## config.mk

```make
export PLATFORM = sky130hd
export DESIGN_NAME = fixed_slot_free_list_allocator_core
export DESIGN_NICKNAME = d
export VERILOG_FILES = /design/src/sv/fsfla_pkg.sv /design/src/sv/fsfla_ctrl.sv /design/src/sv/fsfla_dpath.sv /design/src/sv/fixed_slot_free_list_allocator_core.sv
export SDC_FILE = /design/constraint.sdc
export NUM_CORES = 2
export LEC_CHECK = 0
export CORE_ASPECT_RATIO = 0.5
export CORE_MARGIN = 1
export CORE_UTILIZATION = 58
export DETAILED_ROUTE_END_ITERATION = 8
export DONT_BUFFER_PORTS = 1
export PLACE_DENSITY_LB_ADDON = 0.05
export SLEW_MARGIN = 0
export SYNTH_ARGS = -nofsm -noshare
export SYNTH_HDL_FRONTEND = slang
export SYNTH_SLANG_ARGS = --single-unit
```

## constraint.sdc

```tcl
create_clock -name clk -period 13.2 [get_ports clk]
set_clock_uncertainty 0.1 [all_clocks]
set_input_delay 0.66 -clock clk [delete_from_list [all_inputs] [get_ports clk]]
set_output_delay 0.66 -clock clk [all_outputs]
set_load 0.02 [all_outputs]
```

## src/sv/fsfla_pkg.sv

```systemverilog
// ----------------------------------------------------------------------------
// fsfla_pkg
// Shared types, constants and helpers of the fixed-slot free-list allocator.
// ----------------------------------------------------------------------------
`default_nettype none

package fsfla_pkg;

	localparam int MAX_SLOTS = 256;
	localparam int SLOT_W    = $clog2(MAX_SLOTS);   // index of one slot
	localparam int CNT_W     = SLOT_W + 1;          // slot count, link with null
	localparam int OFS_W     = 20;
	localparam int BLK_W     = 13;
	localparam int REGION_W  = 21;                  // slot_count * block_bytes
	localparam int DIVB_W    = 3;                   // bit index of the quotient
	localparam int CFG_IDX_W = 2;

	localparam logic [CNT_W-1:0] NIL_LINK  = CNT_W'(MAX_SLOTS);
	localparam logic [BLK_W-1:0] BLK_MIN   = BLK_W'(8);
	localparam logic [BLK_W-1:0] BLK_MAX   = BLK_W'(4096);
	localparam logic [BLK_W-1:0] BLK_RST   = BLK_W'(64);
	localparam logic [CNT_W-1:0] SLOTS_MIN = CNT_W'(1);
	localparam logic [CNT_W-1:0] SLOTS_MAX = CNT_W'(MAX_SLOTS);

	// operation codes
	localparam logic [1:0] FN_ALLOC = 2'd0;
	localparam logic [1:0] FN_FREE  = 2'd1;
	localparam logic [1:0] FN_CHECK = 2'd2;

	// result status codes
	localparam logic [2:0] ST_OK       = 3'd0;
	localparam logic [2:0] ST_NOFREE   = 3'd1;
	localparam logic [2:0] ST_RANGE    = 3'd2;
	localparam logic [2:0] ST_MISALIGN = 3'd3;
	localparam logic [2:0] ST_NOUSE    = 3'd4;

	// configuration register indexes
	localparam logic [CFG_IDX_W-1:0] CFG_BLOCK = CFG_IDX_W'(0);
	localparam logic [CFG_IDX_W-1:0] CFG_SLOTS = CFG_IDX_W'(1);

	typedef struct packed {
		logic [1:0]       func;
		logic [OFS_W-1:0] byte_offset;
	} req_t;

	typedef struct packed {
		logic [2:0]       status;
		logic [OFS_W-1:0] slot_offset;
		logic             in_range;
		logic [CNT_W-1:0] used_slots;
		logic             is_full;
		logic             is_partial;
		logic             is_empty;
	} rsp_t;

	// controller -> datapath
	typedef struct packed {
		logic              cap_in;
		logic              rd_head;
		logic              alloc_commit;
		logic              div_load;
		logic              div_step;
		logic [DIVB_W-1:0] div_bit;
		logic              free_commit;
		logic              set_status;
		logic [2:0]        status;
		logic              load_out;
	} cmd_t;

	// datapath -> controller
	typedef struct packed {
		logic alloc_ok;
		logic in_range;
		logic rem_zero;
		logic used_zero;
	} sts_t;

	function automatic logic [BLK_W-1:0] clamp_block(input logic [BLK_W-1:0] v);
		logic [BLK_W-1:0] r;
		r = v;
		if (v < BLK_MIN) r = BLK_MIN;
		if (v > BLK_MAX) r = BLK_MAX;
		return r;
	endfunction

	function automatic logic [CNT_W-1:0] clamp_slots(input logic [CNT_W-1:0] v);
		logic [CNT_W-1:0] r;
		r = v;
		if (v < SLOTS_MIN) r = SLOTS_MIN;
		if (v > SLOTS_MAX) r = SLOTS_MAX;
		return r;
	endfunction

endpackage

`default_nettype wire

```

## src/sv/fsfla_ctrl.sv

```systemverilog
// ----------------------------------------------------------------------------
// fsfla_ctrl
// Sequencer of the allocator: handshakes, operation flow, divider steps.
// ----------------------------------------------------------------------------
`default_nettype none

module fsfla_ctrl (
	input  wire logic                clk,
	input  wire logic                arst_n,
	input  wire logic                req_valid,
	input  wire logic [1:0]          func,
	output      logic                req_stall,
	output      logic                rsp_valid,
	input  wire logic                rsp_stall,
	input  wire fsfla_pkg::sts_t     sts,
	output      fsfla_pkg::cmd_t     cmd
);

	localparam logic [2:0] S_IDLE  = 3'd0;
	localparam logic [2:0] S_RD    = 3'd1;
	localparam logic [2:0] S_ALLOC = 3'd2;
	localparam logic [2:0] S_FCHK  = 3'd3;
	localparam logic [2:0] S_DIV   = 3'd4;
	localparam logic [2:0] S_FEVAL = 3'd5;
	localparam logic [2:0] S_DONE  = 3'd6;

	logic [2:0]                     state_q, state_d;
	logic [fsfla_pkg::DIVB_W-1:0]   cnt_q, cnt_d;
	logic                           rsp_valid_q;
	logic                           out_free;
	logic                           req_acc;

	assign req_stall = (state_q != S_IDLE);
	assign req_acc   = req_valid && !req_stall;
	assign rsp_valid = rsp_valid_q;
	assign out_free  = !rsp_valid_q || !rsp_stall;

	always_comb begin
		state_d = state_q;
		cnt_d   = cnt_q;
		cmd     = '0;
		cmd.div_bit = cnt_q;
		case (state_q)
			S_IDLE: begin
				if (req_acc) begin
					cmd.cap_in = 1'b1;
					case (func)
						fsfla_pkg::FN_ALLOC: state_d = S_RD;
						fsfla_pkg::FN_FREE:  state_d = S_FCHK;
						default:             state_d = S_DONE;
					endcase
				end
			end
			S_RD: begin
				cmd.rd_head = 1'b1;
				state_d     = S_ALLOC;
			end
			S_ALLOC: begin
				if (sts.alloc_ok) begin
					cmd.alloc_commit = 1'b1;
				end else begin
					cmd.set_status = 1'b1;
					cmd.status     = fsfla_pkg::ST_NOFREE;
				end
				state_d = S_DONE;
			end
			S_FCHK: begin
				if (!sts.in_range) begin
					cmd.set_status = 1'b1;
					cmd.status     = fsfla_pkg::ST_RANGE;
					state_d        = S_DONE;
				end else begin
					cmd.div_load = 1'b1;
					cnt_d        = '1;
					state_d      = S_DIV;
				end
			end
			S_DIV: begin
				cmd.div_step = 1'b1;
				if (cnt_q == '0) begin
					state_d = S_FEVAL;
				end else begin
					cnt_d = cnt_q - 1'b1;
				end
			end
			S_FEVAL: begin
				if (!sts.rem_zero) begin
					cmd.set_status = 1'b1;
					cmd.status     = fsfla_pkg::ST_MISALIGN;
				end else if (sts.used_zero) begin
					cmd.set_status = 1'b1;
					cmd.status     = fsfla_pkg::ST_NOUSE;
				end else begin
					cmd.free_commit = 1'b1;
				end
				state_d = S_DONE;
			end
			S_DONE: begin
				if (out_free) begin
					cmd.load_out = 1'b1;
					state_d      = S_IDLE;
				end
			end
			default: begin
				state_d = S_IDLE;
			end
		endcase
	end

	always_ff @(posedge clk or negedge arst_n) begin
		if (!arst_n) begin
			state_q     <= S_IDLE;
			cnt_q       <= '0;
			rsp_valid_q <= 1'b0;
		end else begin
			state_q <= state_d;
			cnt_q   <= cnt_d;
			if (cmd.load_out) begin
				rsp_valid_q <= 1'b1;
			end else if (rsp_valid_q && !rsp_stall) begin
				rsp_valid_q <= 1'b0;
			end
		end
	end

endmodule

`default_nettype wire

```

## src/sv/fsfla_dpath.sv

```systemverilog
// ----------------------------------------------------------------------------
// fsfla_dpath
// Datapath: configuration, link memory, head and count, divider, result.
// ----------------------------------------------------------------------------
`default_nettype none

module fsfla_dpath (
	input  wire logic                                clk,
	input  wire logic                                arst_n,
	input  wire fsfla_pkg::req_t                     req,
	input  wire logic                                cfg_we,
	input  wire logic [fsfla_pkg::CFG_IDX_W-1:0]     cfg_index,
	input  wire logic [fsfla_pkg::BLK_W-1:0]         cfg_wdata,
	input  wire fsfla_pkg::cmd_t                     cmd,
	output      fsfla_pkg::sts_t                     sts,
	output      fsfla_pkg::rsp_t                     rsp
);

	// configuration, clamped on write
	logic [fsfla_pkg::BLK_W-1:0]    blk_q;
	logic [fsfla_pkg::CNT_W-1:0]    n_q;
	logic [fsfla_pkg::REGION_W-1:0] region_q;
	logic                           rebuild;

	// list state
	logic [fsfla_pkg::CNT_W-1:0]    head_q;
	logic [fsfla_pkg::CNT_W-1:0]    used_q;
	logic [fsfla_pkg::CNT_W-1:0]    link_mem [fsfla_pkg::MAX_SLOTS];
	logic [fsfla_pkg::MAX_SLOTS-1:0] vld_q;
	logic [fsfla_pkg::CNT_W-1:0]    link_rd_q;
	logic                           vld_rd_q;
	logic [fsfla_pkg::SLOT_W-1:0]   head_idx;
	logic [fsfla_pkg::CNT_W-1:0]    head_inc;
	logic [fsfla_pkg::CNT_W-1:0]    link_dflt;

	// item registers
	logic [1:0]                     func_q;
	logic [fsfla_pkg::OFS_W-1:0]    ofs_q;
	logic [2:0]                     status_q;
	logic [fsfla_pkg::OFS_W-1:0]    slot_ofs_q;
	logic [fsfla_pkg::REGION_W-1:0] prod_q;
	logic                           ok_q;
	logic                           range_ok;

	// divider
	logic [fsfla_pkg::OFS_W-1:0]    rem_q;
	logic [fsfla_pkg::SLOT_W-1:0]   quo_q;
	logic [fsfla_pkg::REGION_W-1:0] div_sh;
	logic [fsfla_pkg::REGION_W-1:0] div_diff;

	fsfla_pkg::rsp_t                rsp_d;
	fsfla_pkg::rsp_t                rsp_q;

	assign rebuild  = cfg_we && (cfg_index == fsfla_pkg::CFG_BLOCK ||
		cfg_index == fsfla_pkg::CFG_SLOTS);
	assign range_ok = {1'b0, ofs_q} < region_q;
	assign head_idx = head_q[fsfla_pkg::SLOT_W-1:0];
	assign head_inc = {1'b0, head_idx} + 1'b1;
	assign link_dflt = (head_inc < n_q) ? head_inc : fsfla_pkg::NIL_LINK;
	assign div_sh   = fsfla_pkg::REGION_W'(blk_q) << cmd.div_bit;
	assign div_diff = {1'b0, rem_q} - div_sh;

	assign sts.alloc_ok  = ok_q;
	assign sts.in_range  = range_ok;
	assign sts.rem_zero  = (rem_q == '0);
	assign sts.used_zero = (used_q == '0);

	// configuration and region size
	always_ff @(posedge clk or negedge arst_n) begin
		if (!arst_n) begin
			blk_q    <= fsfla_pkg::BLK_RST;
			n_q      <= fsfla_pkg::SLOTS_MAX;
			region_q <= fsfla_pkg::REGION_W'(fsfla_pkg::BLK_RST) *
				fsfla_pkg::REGION_W'(fsfla_pkg::SLOTS_MAX);
		end else begin
			if (cfg_we && cfg_index == fsfla_pkg::CFG_BLOCK) begin
				blk_q <= fsfla_pkg::clamp_block(cfg_wdata);
			end
			if (cfg_we && cfg_index == fsfla_pkg::CFG_SLOTS) begin
				n_q <= fsfla_pkg::clamp_slots(cfg_wdata[fsfla_pkg::CNT_W-1:0]);
			end
			region_q <= fsfla_pkg::REGION_W'(blk_q) * fsfla_pkg::REGION_W'(n_q);
		end
	end

	// list head, used count and valid bits; an invalid entry reads as its
	// rebuilt link
	always_ff @(posedge clk or negedge arst_n) begin
		if (!arst_n) begin
			head_q <= '0;
			used_q <= '0;
			vld_q  <= '0;
		end else if (rebuild) begin
			head_q <= '0;
			used_q <= '0;
			vld_q  <= '0;
		end else if (cmd.alloc_commit) begin
			head_q <= vld_rd_q ? link_rd_q : link_dflt;
			used_q <= used_q + 1'b1;
		end else if (cmd.free_commit) begin
			head_q       <= {1'b0, quo_q};
			used_q       <= used_q - 1'b1;
			vld_q[quo_q] <= 1'b1;
		end
	end

	// link memory
	always_ff @(posedge clk) begin
		if (cmd.free_commit) begin
			link_mem[quo_q] <= head_q;
		end
		if (cmd.rd_head) begin
			link_rd_q <= link_mem[head_idx];
		end
	end

	always_ff @(posedge clk or negedge arst_n) begin
		if (!arst_n) begin
			status_q <= fsfla_pkg::ST_OK;
			ok_q     <= 1'b0;
		end else if (cmd.cap_in) begin
			status_q <= fsfla_pkg::ST_OK;
			ok_q     <= 1'b0;
		end else begin
			if (cmd.set_status) begin
				status_q <= cmd.status;
			end
			if (cmd.rd_head) begin
				ok_q <= (head_q < n_q) && (used_q < n_q);
			end
		end
	end

	// item payload, divider, product
	always_ff @(posedge clk) begin
		if (cmd.cap_in) begin
			func_q     <= req.func;
			ofs_q      <= req.byte_offset;
			slot_ofs_q <= '0;
		end
		if (cmd.rd_head) begin
			vld_rd_q <= vld_q[head_idx];
			prod_q   <= fsfla_pkg::REGION_W'(head_idx) * fsfla_pkg::REGION_W'(blk_q);
		end
		if (cmd.alloc_commit) begin
			slot_ofs_q <= prod_q[fsfla_pkg::OFS_W-1:0];
		end
		if (cmd.div_load) begin
			rem_q <= ofs_q;
			quo_q <= '0;
		end else if (cmd.div_step) begin
			if (!div_diff[fsfla_pkg::REGION_W-1]) begin
				rem_q            <= div_diff[fsfla_pkg::OFS_W-1:0];
				quo_q[cmd.div_bit] <= 1'b1;
			end
		end
		if (cmd.load_out) begin
			rsp_q <= rsp_d;
		end
	end

	always_comb begin
		rsp_d             = '0;
		rsp_d.status      = status_q;
		rsp_d.slot_offset = slot_ofs_q;
		rsp_d.in_range    = (func_q == fsfla_pkg::FN_ALLOC) ? ok_q : range_ok;
		rsp_d.used_slots  = used_q;
		rsp_d.is_full     = (used_q >= n_q);
		rsp_d.is_partial  = (used_q < n_q) && (used_q != '0);
		rsp_d.is_empty    = (used_q == '0);
	end

	assign rsp = rsp_q;

endmodule

`default_nettype wire

```

## src/sv/fixed_slot_free_list_allocator_core.sv

```systemverilog
// One item is in flight at a time: a new request is taken only after the last result is
//   loaded into the response register. Free is the longest path, set by the restoring divider
//   with one quotient bit per cycle; an out-of-range free skips the divide.
// Reset (arst_n low) clears all control state and rebuilds the free list at once:
//   valid bits of the link memory clear, so every entry reads as its chained link.
// A write to the block or slot register rebuilds the list the same way.
// ----------------------------------------------------------------------------
// fixed_slot_free_list_allocator_core
// Slab allocator over equal slots kept as a LIFO list of next-slot links.
// ----------------------------------------------------------------------------
`default_nettype none

module fixed_slot_free_list_allocator_core (
	input  wire logic                                clk,
	input  wire logic                                arst_n,
	// request channel
	input  wire logic                                req_valid,
	output      logic                                req_stall,
	input  wire fsfla_pkg::req_t                     req,
	// response channel
	output      logic                                rsp_valid,
	input  wire logic                                rsp_stall,
	output      fsfla_pkg::rsp_t                     rsp,
	// configuration write port
	input  wire logic                                cfg_we,
	input  wire logic [fsfla_pkg::CFG_IDX_W-1:0]     cfg_index,
	input  wire logic [fsfla_pkg::BLK_W-1:0]         cfg_wdata
);

	// The controller walks each beat through its steps:
	//   allocate: read link of head, then pop head and bump the count
	//   free:     range check, 8-step divide for slot and remainder,
	//             then misalign / nothing-in-use checks and push
	//   check:    straight to the result
	// The datapath owns every register that holds list or item data.
	// The response register sits in the datapath; a new request is taken
	// while an earlier response still waits on rsp_stall.
	fsfla_pkg::cmd_t cmd;
	fsfla_pkg::sts_t sts;

	fsfla_ctrl u_ctrl (
		.clk       (clk),
		.arst_n    (arst_n),
		.req_valid (req_valid),
		.func      (req.func),
		.req_stall (req_stall),
		.rsp_valid (rsp_valid),
		.rsp_stall (rsp_stall),
		.sts       (sts),
		.cmd       (cmd)
	);

	fsfla_dpath u_dpath (
		.clk       (clk),
		.arst_n    (arst_n),
		.req       (req),
		.cfg_we    (cfg_we),
		.cfg_index (cfg_index),
		.cfg_wdata (cfg_wdata),
		.cmd       (cmd),
		.sts       (sts),
		.rsp       (rsp)
	);

endmodule

`default_nettype wire

```

==> impl_results.md <==
- Status: finished, violations left
- Failing checks: max-capacitance violations, max-slew violations
- Period utilization: about 50%
- Leakage: between 0.04 and 0.05 uW
- Longest Clk Path Bufs: 4
- Asr flop ratio synth: 11.85%
- First drt pass iteration count: 8
- Syn_nets: 7,666
- DR WL/cell: 30.91 um
- Max H-tree Level: 4
- Number of synthesized flops with an enable pin: 2,432
- Post-synth top flop: edfxtp_1
- Core area: between 200,000 and 250,000 um2
- Maximum fanout along the worst path: 113
- Sinks on Clock Net: ~2,800
- CP max stage delay: 1.19 ns
- CTS tree: built
- Area leader, netlist: edfxtp_1
- Max frequency: roughly 0.15 GHz
- Hold Vio Cnt, Final: 0
- Final hold slack: 0.07914 ns
- Startpoint Class: flop
- Fillers: between 10,000 and 15,000
- Vias per cell: around 6.6
- GRT Total Usage: 30.57%
- MaxCap Viol Count: 1
- Post-route DRC: 0
- Congestion Overflow GR: 0
- Bufs and invs on worst path: 3
- Routability cong.: about 0.9
- CP required: 13.65 ns
- Mapped cell area: 118,800 um2
- TNS Setup: 0 ns
- Setup Viol. Count Final: 0
- Port bufs: 0
- Antenna Nets Post-Route: 0
- First-pass GRT wire length: 460,500 um
- Setup CP Type: flop to flop
- Nets: approximately 7,600
- Area growth syn-to-layout: 8.400%
- Vias in the first global route: 66,800
- Die Height: 322.1 um
- Post-Route WL: 316,100 um
- Netlist cell types: 91
- Syn avg cell area: 16.22 um2
- Slew margin rel.: -4.754%
- Post-DP HPWL: ~190,000 um
- Mapped Cells: 7,327
- DRT iter0 DRCs: 9,012
- Seq/Total Area, Yosys: 68.50%
- Critical path's top delay family: buffers and inverters
- Worst-path cell chain: buf_12, buf_4, buf_4, mux4_2, mux4_2, nand2_1, nand2_1, nor4_1, nor4b_1
- Postcts setup bufs: 0
- Row count: 117
- CP max-delay cell: nor4_1
- Syn. warnings: 0
- Initial antenna violation count: 13
- CTS Buf Count: 238
- Synth top area share: 61.45%
- Synthesized flop and latch total: between 2,000 and 3,000
- Power density over the cells: ~190 nW/um2
- Clk Latency, worst-skew pair: 0.92 ns
- Clock-pin slew on the worst setup and hold paths: around 0.07 ns
- Die footprint: just over 200,000 um2
- RSZ-0062 raised after global routing: no
- Root buf cell: clkbuf_16
- Max rail drop VDD: 0.1666 mV
- Critical path arrival: 7.01 ns
- Max Slew Vio Count: 2
- Hold Path Class: input pin to flop
- Critical path endpoint category: flop
- Top post-synthesis cells by area: edfxtp_1, dfrtp_1, mux4_2, mux2i_1, fa_1
- Die width: 642.1 um
- # IOs: 80
- Slew @ Worst Pin: 1.557 ns
- Tmin final: 6.561 ns
- Vias: 67,440
- Starting Density: 58.40%
- Layout cells sized above 1: 12.58%
- Largest net degree at the start of global routing: roughly 330
## power by group
part | total [uW] | leakage [uW] | internal [uW] | switching (uW)
clock | 6900 | 0.00363 | 3750 | 3150
combinational | 6340 | 0.0127 | 2160 | 4180
sequential | 10800 | 0.0270 | 10400 | 403
## final timing paths
kind | startpoint | end | slack, ns | depth (start not counted)
max | u_dpath.head_q[0] | u_dpath.link_rd_q[1] | 6.64 | 9
min | req[21] | u_ctrl.state_q[1] | 0.08 | 4
max reg2reg | u_dpath.head_q[0] | u_dpath.link_rd_q[1] | 6.64 | 9
min reg2reg | u_dpath.slot_ofs_q[14] | u_dpath.rsp[27] | 0.32 | 0
max in group asynchronous | arst_n | u_dpath.vld_q[171] | 11.28 | 3
min in group asynchronous | arst_n | u_dpath.region_q[6] | 0.32 | 2
## layout make-up
type                            instances  area (um2)  area share, %
Antenna cell                            6       15.01        0.01166
Inverter                              241       917.1         0.7119
Clock buffer                          294        6319          4.905
Sequential cell                      2768       81440          63.22
Clock inverter                        130        1102         0.8557
Tap cell                             2737        3425          2.658
Timing Repair Buffer                  189        1682          1.305
Multi-Input combinational cell       3859       33930          26.34
## worst min-delay path: cells and delay by family
kind,cells,cell delay (ns)
AOI/OAI and AO/OA,2,0.23
and+or+nand+nor,2,0.10
## per-layer routing
layer	track usage, %	wire length, um	up-vias
met5	0	75	-
met4	9.042	9904	12
met3	8.302	34960	584
met2	45.54	140700	3528
met1	44.61	130400	34980
li1	-	-	28340
## what timing repair did
action,in CTS,in global routing
hold endpoints to repair,376,153
hold buffers,39,1
gates resized for setup,0,0
## placed cells by master (no fill, tap or decap), types with 99 or more instances in the layout
| cell | instances |
|---|---|
| and2_1 | 156 |
| nand2_1 | 206 |
| nor2_1 | 668 |
| fa_1 | 144 |
| inv_1 | 237 |
| nor3_1 | 99 |
| mux2i_1 | 589 |
| buf_4 | 138 |
| dfrtp_1 | 316 |
| o22ai_1 | 148 |
| clkbuf_16 | 242 |
| mux4_2 | 360 |
| a21oi_1 | 465 |
| edfxtp_1 | 2432 |
| o221ai_1 | 241 |
| ha_1 | 153 |
## sequential cells by signal (all words and copies together) (netlist names)
register / count
u_dpath.n_q: 9
u_dpath.prod_q: 20
u_dpath.rsp: 36
u_dpath.ofs_q: 20
u_dpath.link_mem: 2304
u_dpath.vld_q: 256
u_dpath.vld_rd_q: 1
u_dpath.ok_q: 1
u_dpath.used_q: 9
u_dpath.slot_ofs_q: 20
u_dpath.func_q: 2
u_dpath.status_q: 3
u_dpath.blk_q: 13
u_ctrl.cnt_q: 3
u_dpath.rem_q: 20
u_dpath.link_rd_q: 9
u_dpath.quo_q: 8
u_ctrl.rsp_valid: 1
u_dpath.region_q: 21
u_ctrl.state_q: 3
u_dpath.head_q: 9
## cells by family (layout without fill, tap and decap cells)
logic type,Yosys count,after routing,synth area share [%]
DFF,2768,2768,68.50
xor gates and xnor gates,66,66,0.4864
adders and majority gates,297,297,4.037
other,0,6,0
muxes,996,996,12.39
buffers and inverters,700,854,3.069
AOI/OAI and AO/OA,1164,1164,6.421
and+or+nand+nor,1336,1336,5.095
## through the flow
stage / total power (uW) / utilization (%) / std cells / setup WS, ns / area, um2
after floorplan: 15130 / - / 7327 / 4.093 / 118800
after global placement: 16990 / 59.41 / 9750 / 6.684 / 120900
after detailed placement: 17160 / 59.43 / 9753 / 6.775 / 120900
after CTS: 23970 / 63.28 / 10220 / 6.777 / 128800
after global routing: 24820 / 63.30 / 10220 / 6.502 / 128800
final: 24000 / 63.31 / 10220 / 6.639 / 128800
## synthesized netlist by cell type, types with 153 or more instances
master and n:
nand2_1 216, mux2i_1 589, clkbuf_1 261, nor2_1 669, edfxtp_1 2432, a21oi_1 466
o221ai_1 241, ha_1 153, mux4_2 360, dfrtp_1 325, inv_1 237, and2_1 156
No activity file was read; power rests on OpenSTA's default activity.
